$ cat config.mk
export PLATFORM = sky130hd
export DESIGN_NAME = base64_stream_codec_unit_flat
export DESIGN_NICKNAME = d
export VERILOG_FILES = /design/src/hdl/b64_pkg.sv /design/src/hdl/b64_if.sv /design/src/hdl/b64_core.sv /design/src/hdl/b64_emit.sv /design/src/hdl/base64_stream_codec_unit.sv /design/src/flat_wrapper.sv
export SDC_FILE = /design/constraint.sdc
export NUM_CORES = 1
export LEC_CHECK = 0
export BUFFER_PORTS_ARGS = -buffer_cell sky130_fd_sc_hd__buf_4
export CORE_MARGIN = 4
export CORE_UTILIZATION = 60
export DETAILED_ROUTE_END_ITERATION = 8
export PLACE_DENSITY = 0.83
export RECOVER_POWER = 100
export SLEW_MARGIN = 15
export SYNTH_ARGS = -nofsm -noshare
export SYNTH_HDL_FRONTEND = slang
export SYNTH_HIERARCHICAL = 1
export SYNTH_SLANG_ARGS = --single-unit
$ cat constraint.sdc
create_clock -name i_clk -period 9.2 [get_ports i_clk]
set_input_delay 0.46 -clock i_clk [delete_from_list [all_inputs] [get_ports i_clk]]
set_output_delay 0.46 -clock i_clk [all_outputs]
set_load 0.03 [all_outputs]
$ cat src/hdl/b64_pkg.sv
// ----------------------------------------------------------------------------
// b64_pkg
// shared types, codes and alphabet functions of the base64 codec
// ----------------------------------------------------------------------------
package b64_pkg;

    localparam logic       C_DIR_ENC = 1'b0;
    localparam logic       C_DIR_DEC = 1'b1;
    localparam logic [7:0] C_PAD     = 8'h3D;

    typedef struct packed {
        logic [3:0][7:0] bytes;
        logic [2:0]      cnt;
        logic            last;
        logic            err;
    } t_grp;

    function automatic logic [7:0] f_enc_char(input logic [5:0] s);
        logic [7:0] c;
        if (s < 6'd26) begin
            c = 8'(8'h41 + {2'b00, s});
        end else if (s < 6'd52) begin
            c = 8'(8'h61 + {2'b00, s} - 8'd26);
        end else if (s < 6'd62) begin
            c = 8'(8'h30 + {2'b00, s} - 8'd52);
        end else if (s == 6'd62) begin
            c = 8'h2B;
        end else begin
            c = 8'h2F;
        end
        return c;
    endfunction

    // {valid, sextet}
    function automatic logic [6:0] f_sextet(input logic [7:0] c);
        logic [6:0] r;
        if (c inside {[8'h41:8'h5A]}) begin
            r = {1'b1, 6'(c - 8'h41)};
        end else if (c inside {[8'h61:8'h7A]}) begin
            r = {1'b1, 6'(c - 8'h61 + 8'd26)};
        end else if (c inside {[8'h30:8'h39]}) begin
            r = {1'b1, 6'(c - 8'h30 + 8'd52)};
        end else if (c == 8'h2B) begin
            r = {1'b1, 6'd62};
        end else if (c == 8'h2F) begin
            r = {1'b1, 6'd63};
        end else begin
            r = 7'd0;
        end
        return r;
    endfunction

endpackage

$ cat src/hdl/b64_if.sv
// ----------------------------------------------------------------------------
// b64 channel interfaces
// input item, result item and direction write channels
// ----------------------------------------------------------------------------
interface b64_item_if;
    logic       valid;
    logic       ready;
    logic [7:0] in_byte;
    logic       in_last;
    modport source (output valid, output in_byte, output in_last, input ready);
    modport sink   (input valid, input in_byte, input in_last, output ready);
endinterface

interface b64_res_if;
    logic       valid;
    logic       ready;
    logic [7:0] out_byte;
    logic       out_last;
    logic       out_error;
    modport source (output valid, output out_byte, output out_last, output out_error,
                    input ready);
    modport sink   (input valid, input out_byte, input out_last, input out_error,
                    output ready);
endinterface

interface b64_cfg_if;
    logic valid;
    logic ready;
    logic direction;
    modport source (output valid, output direction, input ready);
    modport sink   (input valid, input direction, output ready);
endinterface

$ cat src/hdl/b64_core.sv
// ----------------------------------------------------------------------------
// b64_core
// message state and group logic: turns one item into a group of zero to four results
// ----------------------------------------------------------------------------
module b64_core (
    input  logic        i_clk,
    input  logic        i_rst_n,
    input  logic        i_cfg_we,
    input  logic        i_cfg_dir,
    input  logic        i_take,
    input  logic [7:0]  i_byte,
    input  logic        i_last,
    output b64_pkg::t_grp o_grp
);
    import b64_pkg::*;

    localparam logic [1:0] PH_0 = 2'd0;
    localparam logic [1:0] PH_1 = 2'd1;
    localparam logic [1:0] PH_2 = 2'd2;
    localparam logic [1:0] PH_3 = 2'd3;

    logic        r_dir;
    logic [17:0] r_acc, n_acc;
    logic [1:0]  r_ph, n_ph;
    logic        r_inv, n_inv;
    logic        r_pad, n_pad;

    logic [6:0]  sx;
    logic        is_pad;
    logic [5:0]  s;
    logic [1:0]  ph_e;
    logic [23:0] triple;
    logic [1:0]  drop;
    t_grp        grp;

    always_comb begin
        n_acc  = r_acc;
        n_ph   = r_ph;
        n_inv  = r_inv;
        n_pad  = r_pad;
        grp    = '0;
        sx     = f_sextet(i_byte);
        is_pad = (i_byte == C_PAD);
        s      = (is_pad || !sx[6]) ? 6'd0 : sx[5:0];
        ph_e   = (r_ph == PH_3) ? PH_0 : r_ph;
        triple = {r_acc, s};
        drop   = 2'd0;
        if (r_dir == C_DIR_ENC) begin
            case (ph_e)
                PH_0: begin
                    grp.bytes[0] = f_enc_char(i_byte[7:2]);
                    grp.bytes[1] = f_enc_char({i_byte[1:0], 4'd0});
                    grp.bytes[2] = C_PAD;
                    grp.bytes[3] = C_PAD;
                    grp.cnt      = i_last ? 3'd4 : 3'd1;
                    n_acc        = {16'd0, i_byte[1:0]};
                    n_ph         = PH_1;
                end
                PH_1: begin
                    grp.bytes[0] = f_enc_char({r_acc[1:0], i_byte[7:4]});
                    grp.bytes[1] = f_enc_char({i_byte[3:0], 2'd0});
                    grp.bytes[2] = C_PAD;
                    grp.cnt      = i_last ? 3'd3 : 3'd1;
                    n_acc        = {14'd0, i_byte[3:0]};
                    n_ph         = PH_2;
                end
                default: begin
                    grp.bytes[0] = f_enc_char({r_acc[3:0], i_byte[7:6]});
                    grp.bytes[1] = f_enc_char(i_byte[5:0]);
                    grp.cnt      = 3'd2;
                    n_acc        = '0;
                    n_ph         = PH_0;
                end
            endcase
            grp.last = i_last;
        end else begin
            n_inv = r_inv | (!is_pad && !sx[6]);
            case (r_ph)
                PH_0: n_acc = {s, 12'd0};
                PH_1: n_acc = r_acc | {6'd0, s, 6'd0};
                PH_2: begin
                    n_acc = r_acc | {12'd0, s};
                    n_pad = is_pad;
                end
                default: n_acc = '0;
            endcase
            if (r_ph != PH_3) begin
                n_ph = r_ph + 2'd1;
                if (i_last) begin
                    grp.cnt  = 3'd1;
                    grp.last = 1'b1;
                    grp.err  = 1'b1;
                end
            end else begin
                if (i_last) begin
                    drop = {1'b0, r_pad} + {1'b0, is_pad};
                end
                grp.bytes[0] = triple[23:16];
                grp.bytes[1] = triple[15:8];
                grp.bytes[2] = triple[7:0];
                grp.cnt      = 3'd3 - {1'b0, drop};
                grp.last     = i_last;
                grp.err      = i_last & n_inv;
                n_ph         = PH_0;
                n_pad        = 1'b0;
            end
        end
        if (i_last) begin
            n_acc = '0;
            n_ph  = PH_0;
            n_inv = 1'b0;
            n_pad = 1'b0;
        end
    end

    assign o_grp = grp;

    always_ff @(posedge i_clk) begin
        if (!i_rst_n) begin
            r_dir <= C_DIR_ENC;
            r_acc <= '0;
            r_ph  <= PH_0;
            r_inv <= 1'b0;
            r_pad <= 1'b0;
        end else if (i_cfg_we) begin
            r_dir <= i_cfg_dir;
            r_acc <= '0;
            r_ph  <= PH_0;
            r_inv <= 1'b0;
            r_pad <= 1'b0;
        end else if (i_take) begin
            r_acc <= n_acc;
            r_ph  <= n_ph;
            r_inv <= n_inv;
            r_pad <= n_pad;
        end
    end

endmodule

$ cat src/hdl/b64_emit.sv
// ----------------------------------------------------------------------------
// b64_emit
// result register: holds one group and, while the output is ready, hands it out one item per cycle
// ----------------------------------------------------------------------------
module b64_emit (
    input  logic          i_clk,
    input  logic          i_rst_n,
    input  logic          i_load,
    input  b64_pkg::t_grp i_grp,
    input  logic          i_ready,
    output logic          o_free,
    output logic          o_valid,
    output logic [7:0]    o_byte,
    output logic          o_last,
    output logic          o_err
);
    import b64_pkg::*;

    logic            r_valid;
    logic [3:0][7:0] r_bytes;
    logic [1:0]      r_idx;
    logic [1:0]      r_lidx;
    logic            r_last;
    logic            r_err;
    logic            at_end;
    logic            pop;
    logic [2:0]      lidx_w;

    assign at_end  = (r_idx == r_lidx);
    assign pop     = r_valid && i_ready;
    assign o_free  = !r_valid || (pop && at_end);
    assign o_valid = r_valid;
    assign o_byte  = r_bytes[r_idx];
    assign o_last  = r_last && at_end;
    assign o_err   = r_err && at_end;
    assign lidx_w  = i_grp.cnt - 3'd1;

    always_ff @(posedge i_clk) begin
        if (!i_rst_n) begin
            r_valid <= 1'b0;
            r_idx   <= '0;
        end else if (i_load) begin
            r_valid <= 1'b1;
            r_idx   <= '0;
        end else if (pop) begin
            if (at_end) begin
                r_valid <= 1'b0;
            end
            r_idx <= r_idx + 2'd1;
        end
    end

    always_ff @(posedge i_clk) begin
        if (i_load) begin
            r_bytes <= i_grp.bytes;
            r_lidx  <= lidx_w[1:0];
            r_last  <= i_grp.last;
            r_err   <= i_grp.err;
        end
    end

endmodule

$ cat src/hdl/base64_stream_codec_unit.sv
// ----------------------------------------------------------------------------
// base64_stream_codec_unit
// streaming base64 encoder/decoder, standard alphabet with '=' padding
// ----------------------------------------------------------------------------
// Items enter an input register; one item per cycle moves from there through
// the group logic into a result register unless it is busy, and results
// go out one per cycle while the output is ready. Input is taken while
// earlier results drain. The output port sets the rate: encoding gives four
// results per three items, a final encode item gives up to four results, and
// decoding gives three results per four items, so decoding input runs at one
// item per cycle when unstalled. Writing the direction clears message state.
module base64_stream_codec_unit (
    input  logic       i_clk,
    input  logic       i_rst_n,
    b64_cfg_if.sink    i_cfg,
    b64_item_if.sink   i_in,
    b64_res_if.source  o_out
);
    import b64_pkg::*;

    logic       r_in_valid;
    logic [7:0] r_in_byte;
    logic       r_in_last;
    logic       take;
    logic       emit_free;
    logic       has_res;
    t_grp       grp;

    assign has_res     = (grp.cnt != 3'd0);
    assign take        = r_in_valid && (!has_res || emit_free);
    assign i_in.ready  = !r_in_valid || take;
    assign i_cfg.ready = 1'b1;

    always_ff @(posedge i_clk) begin
        if (!i_rst_n) begin
            r_in_valid <= 1'b0;
        end else if (i_in.ready) begin
            r_in_valid <= i_in.valid;
        end
    end

    always_ff @(posedge i_clk) begin
        if (i_in.ready && i_in.valid) begin
            r_in_byte <= i_in.in_byte;
            r_in_last <= i_in.in_last;
        end
    end

    b64_core u_core (
        .i_clk     (i_clk),
        .i_rst_n   (i_rst_n),
        .i_cfg_we  (i_cfg.valid),
        .i_cfg_dir (i_cfg.direction),
        .i_take    (take),
        .i_byte    (r_in_byte),
        .i_last    (r_in_last),
        .o_grp     (grp)
    );

    b64_emit u_emit (
        .i_clk   (i_clk),
        .i_rst_n (i_rst_n),
        .i_load  (take && has_res),
        .i_grp   (grp),
        .i_ready (o_out.ready),
        .o_free  (emit_free),
        .o_valid (o_out.valid),
        .o_byte  (o_out.out_byte),
        .o_last  (o_out.out_last),
        .o_err   (o_out.out_error)
    );

endmodule

$ cat src/flat_wrapper.sv
// flat-port wrapper written by rule: the top's interface ports become plain ports
module base64_stream_codec_unit_flat import b64_pkg::*;
  (i_clk, i_rst_n, i_cfg_valid, i_cfg_direction, i_cfg_ready, i_in_valid, i_in_in_byte, i_in_in_last, i_in_ready, o_out_valid, o_out_out_byte, o_out_out_last, o_out_out_error, o_out_ready);
  b64_cfg_if i_cfg_i ();
  b64_item_if i_in_i ();
  b64_res_if o_out_i ();
  input  logic i_clk;
  input  logic i_rst_n;
  input wire logic [$bits(i_cfg_i.valid)-1:0] i_cfg_valid;
  input wire logic [$bits(i_cfg_i.direction)-1:0] i_cfg_direction;
  output wire logic [$bits(i_cfg_i.ready)-1:0] i_cfg_ready;
  input wire logic [$bits(i_in_i.valid)-1:0] i_in_valid;
  input wire logic [$bits(i_in_i.in_byte)-1:0] i_in_in_byte;
  input wire logic [$bits(i_in_i.in_last)-1:0] i_in_in_last;
  output wire logic [$bits(i_in_i.ready)-1:0] i_in_ready;
  output wire logic [$bits(o_out_i.valid)-1:0] o_out_valid;
  output wire logic [$bits(o_out_i.out_byte)-1:0] o_out_out_byte;
  output wire logic [$bits(o_out_i.out_last)-1:0] o_out_out_last;
  output wire logic [$bits(o_out_i.out_error)-1:0] o_out_out_error;
  input wire logic [$bits(o_out_i.ready)-1:0] o_out_ready;
  assign i_cfg_i.valid = i_cfg_valid;
  assign i_cfg_i.direction = i_cfg_direction;
  assign i_cfg_ready = i_cfg_i.ready;
  assign i_in_i.valid = i_in_valid;
  assign i_in_i.in_byte = i_in_in_byte;
  assign i_in_i.in_last = i_in_in_last;
  assign i_in_ready = i_in_i.ready;
  assign o_out_valid = o_out_i.valid;
  assign o_out_out_byte = o_out_i.out_byte;
  assign o_out_out_last = o_out_i.out_last;
  assign o_out_out_error = o_out_i.out_error;
  assign o_out_i.ready = o_out_ready;
  base64_stream_codec_unit u_core (.i_clk(i_clk), .i_rst_n(i_rst_n), .i_cfg(i_cfg_i), .i_in(i_in_i), .o_out(o_out_i));
endmodule
==> flow_summary.json <==
{
  "status": "complete, but fails checks",
  "violations": "max-capacitance violations, max-slew violations",
  "grt_pass1_wl_um": 27810,
  "holdPathEnd": "u_core/r_in_byte[3]",
  "postLayoutCellArea_um2": 5929,
  "max_freq_ghz": 0.1567,
  "slew_violations": 39,
  "synth-seq-cells": 72,
  "setup_violations": 0,
  "remaining_drc_errors": 0,
  "ios": 28,
  "vias_per_cell": 7.038,
  "hp-class": "in -> reg",
  "drive_above_1_share_pct": 8.517,
  "grt_antenna_before_repair": 0,
  "fin_tns_setup_ns": 0,
  "grt_start_max_net_pins": 39,
  "power_frac_seq_pct": 47.9,
  "hold_start": "i_in_in_byte[3]",
  "hold_viol_final": 0,
  "synth_area_um2": 5747,
  "hpwl_um": 12580,
  "die_x_um": 105.9,
  "tightest_slew_ns": 2.910,
  "critical_path_required_ns": 9.46,
  "rr_endpoint": "u_core/u_emit/r_idx[0]",
  "syn_inst": 643,
  "gp_congestion": 0.9878,
  "comb_power_share_pct": 20.2,
  "crit_arrival_ns": 6.64,
  "die_area_um2": 11210,
  "crit_fanout": 38,
  "clockBufferDepth": 2,
  "crit_path_start": "u_core/r_in_byte[4]",
  "slew_headroom_pct": -94.74,
  "p_clk_share_pct": 31.9,
  "leakage_nw": 2.133,
  "synth_area_leaders": "edfxtp_1 (24%), dfxtp_1 (9.4%), ha_1 (6.7%)",
  "nets": 675,
  "htree_levels": 3,
  "core-area_um2": 9284,
  "cts_num_sinks": 72,
  "num_vias": 5370,
  "antenna_cells": 0,
  "synthArstFlopShare_pct": 0,
  "cp-start-kind": "register",
  "yosysWarningCount": 6,
  "max_cap_violations": 1,
  "final_util_pct": 63.87,
  "start_util_pct": 61.90,
  "cts_root_buffer": "clkbuf_8",
  "clock_latency_ns": 0.37,
  "powerDensity_nw_per_um2": 132.3,
  "regArea_um2": 1892,
  "wl_per_cell_um": 23.08,
  "synth_edf_count": 45,
  "first_pass_iters": 5,
  "final.min_clock_period_ns": 6.381,
  "fill_cells": 804,
  "syn_area_per_cell_um2": 8.937,
  "swShare_pct": 34.09,
  "synth.largest_area_cell": "edfxtp_1",
  "die_y_um": 105.9,
  "internal_power_uw": 516.9,
  "port_buffers": 26,
  "rsz0062_at_grt": "no",
  "row_count": 35,
  "cts_tree": "built",
  "ys.flop_type": "edfxtp_1",
  "finalWirelength_um": 17610,
  "switchingPower_uw": 267.3,
  "post-cts-setup-buffers": 0,
  "ff2ff_setup_slack_ns": 2.82,
  "synth_top_area_share_pct": 23.51,
  "grt_use_total_pct": 31.78,
  "hold_buffers": 0,
  "ant_nets": 0,
  "clk_pin_slew_ns": 0.10,
  "hold_path_depth": 1,
  "synth-seq-area-share_pct": 32.92,
  "fin_skew_ns": 0.01505,
  "grt_pass1_vias": 5009,
  "yosys-top-cells-count": "nand2_1 (52), edfxtp_1 (45), nor2_1 (41)",
  "r2r-start": "u_core/r_in_byte[4]",
  "synthToLayoutAreaGrowth_pct": 3.179,
  "ys_types": 83,
  "r2r_cells": 13,
  "cp-end-kind": "register",
  "synth.most_common_cell": "nand2_1",
  "grt_overflow": 0,
  "worstSetupPathType": "reg -> reg",
  "placed_area_um2": 5841,
  "multiInputGateArea_um2": 3411,
  "ctsResizeCount": 0,
  "drt_iter0_markers": 701,
  "vdd_drop_max_mv": 0.09372,
  "cts_made_buffers": 9,
  "period_share_pct": 69.35
}
-- placed cells by master, fill, tap and decap left out, types with 14 or more instances in the layout --
master    count
a21oi_1      38
nor2_1       42
nor3_1       23
o21ai_0      32
a211oi_1     15
ha_1         31
nor2b_1      14
xnor2_1      17
nand3_1      20
edfxtp_1     45
dfxtp_1      27
nand2_1      52
inv_1        19
-- registers in the layout, indices dropped and copies added (netlist names) --
name and cells:
u_core/u_emit/r_bytes 32, u_core/r_in_last 1, u_core/r_in_valid 1, u_core/u_core/r_dir 1, u_core/u_emit/o_valid 1, u_core/u_core/r_inv 1, u_core/u_emit/r_last 1, u_core/u_core/r_ph 2
u_core/u_emit/r_lidx 2, u_core/u_emit/r_err 1, u_core/u_emit/r_idx 2, u_core/u_core/r_acc 18, u_core/r_in_byte 8, u_core/u_core/r_pad 1
-- power groups by stage --
stage / registers, mW / logic (mW) / clock network, mW
detailed placement: 0.382 / 0.159 / 0
finish: 0.375 / 0.159 / 0.250
global placement: 0.381 / 0.159 / 0
CTS: 0.374 / 0.160 / 0.251
floorplan: 0.373 / 0.123 / 0
global route: 0.377 / 0.168 / 0.268
-- how the worst max path moves through the flow --
stage	to	depth (start not counted)
finish	u_core/u_emit/r_idx[0]	13
global route	u_core/u_emit/r_idx[0]	13
CTS	u_core/u_core/r_acc[11]	14
detailed placement	u_core/u_core/r_acc[11]	14
global placement	u_core/u_core/r_acc[11]	14
floorplan	u_core/u_emit/r_idx[0]	15
-- metal layers --
layer,up-vias,track usage [%],share of wire (%)
met1,2543,45.05,42
met5,-,0,0
met3,57,6.307,10
met2,369,48.00,44
met4,0,12.03,3.7
li1,2401,-,-
-- cell type report --
type / instances / share of cell area [%]
multi-input cells: 490 / 57.52
repair buffers: 31 / 3.165
inverters: 25 / 1.583
well taps: 129 / 2.722
clock buffers: 9 / 2.089
flip-flops and latches: 72 / 31.91
clock inverters: 7 / 1.013
-- cells by family after synthesis --
| logic type | Yosys count | synth area share, % |
|---|---|---|
| simple gates | 208 | 18.49 |
| compound gates | 207 | 26.08 |
| buf+inv | 83 | 7.120 |
| flops | 72 | 32.92 |
| fa+ha+maj | 31 | 6.749 |
| xor+xnor | 23 | 3.636 |
| mux | 17 | 4.877 |
| other cells | 2 | 0.1307 |
-- critical path: stages (launching register included) --
cell,delay (ns)
edfxtp_1,0.33
clkbuf_1,0.85
ha_1,0.72
nand4_1,0.54
clkinv_1,0.36
ha_1,0.29
nand3_1,0.09
o211ai_1,0.09
nand2_1,0.21
nor3_1,0.11
nor2_1,2.15
inv_1,0.22
nand2_1,0.21
nor2_1,0.06
-- stage by stage --
| stage | hold WS (ns) | setup slack [ns] | std cells | power [mW] |
|---|---|---|---|---|
| final | 0.2820 | 2.819 | 763 | 0.7842 |
| after CTS | 0.2581 | 4.200 | 763 | 0.7856 |
| after detailed placement | 0.4485 | 4.250 | 747 | 0.5409 |
| after global placement | 0.4343 | 4.484 | 747 | 0.5397 |
| after global routing | 0.2720 | 2.318 | 763 | 0.8133 |
| after floorplan | 0.4233 | 4.680 | 645 | 0.4960 |
(Power assumes the default switching activity.)
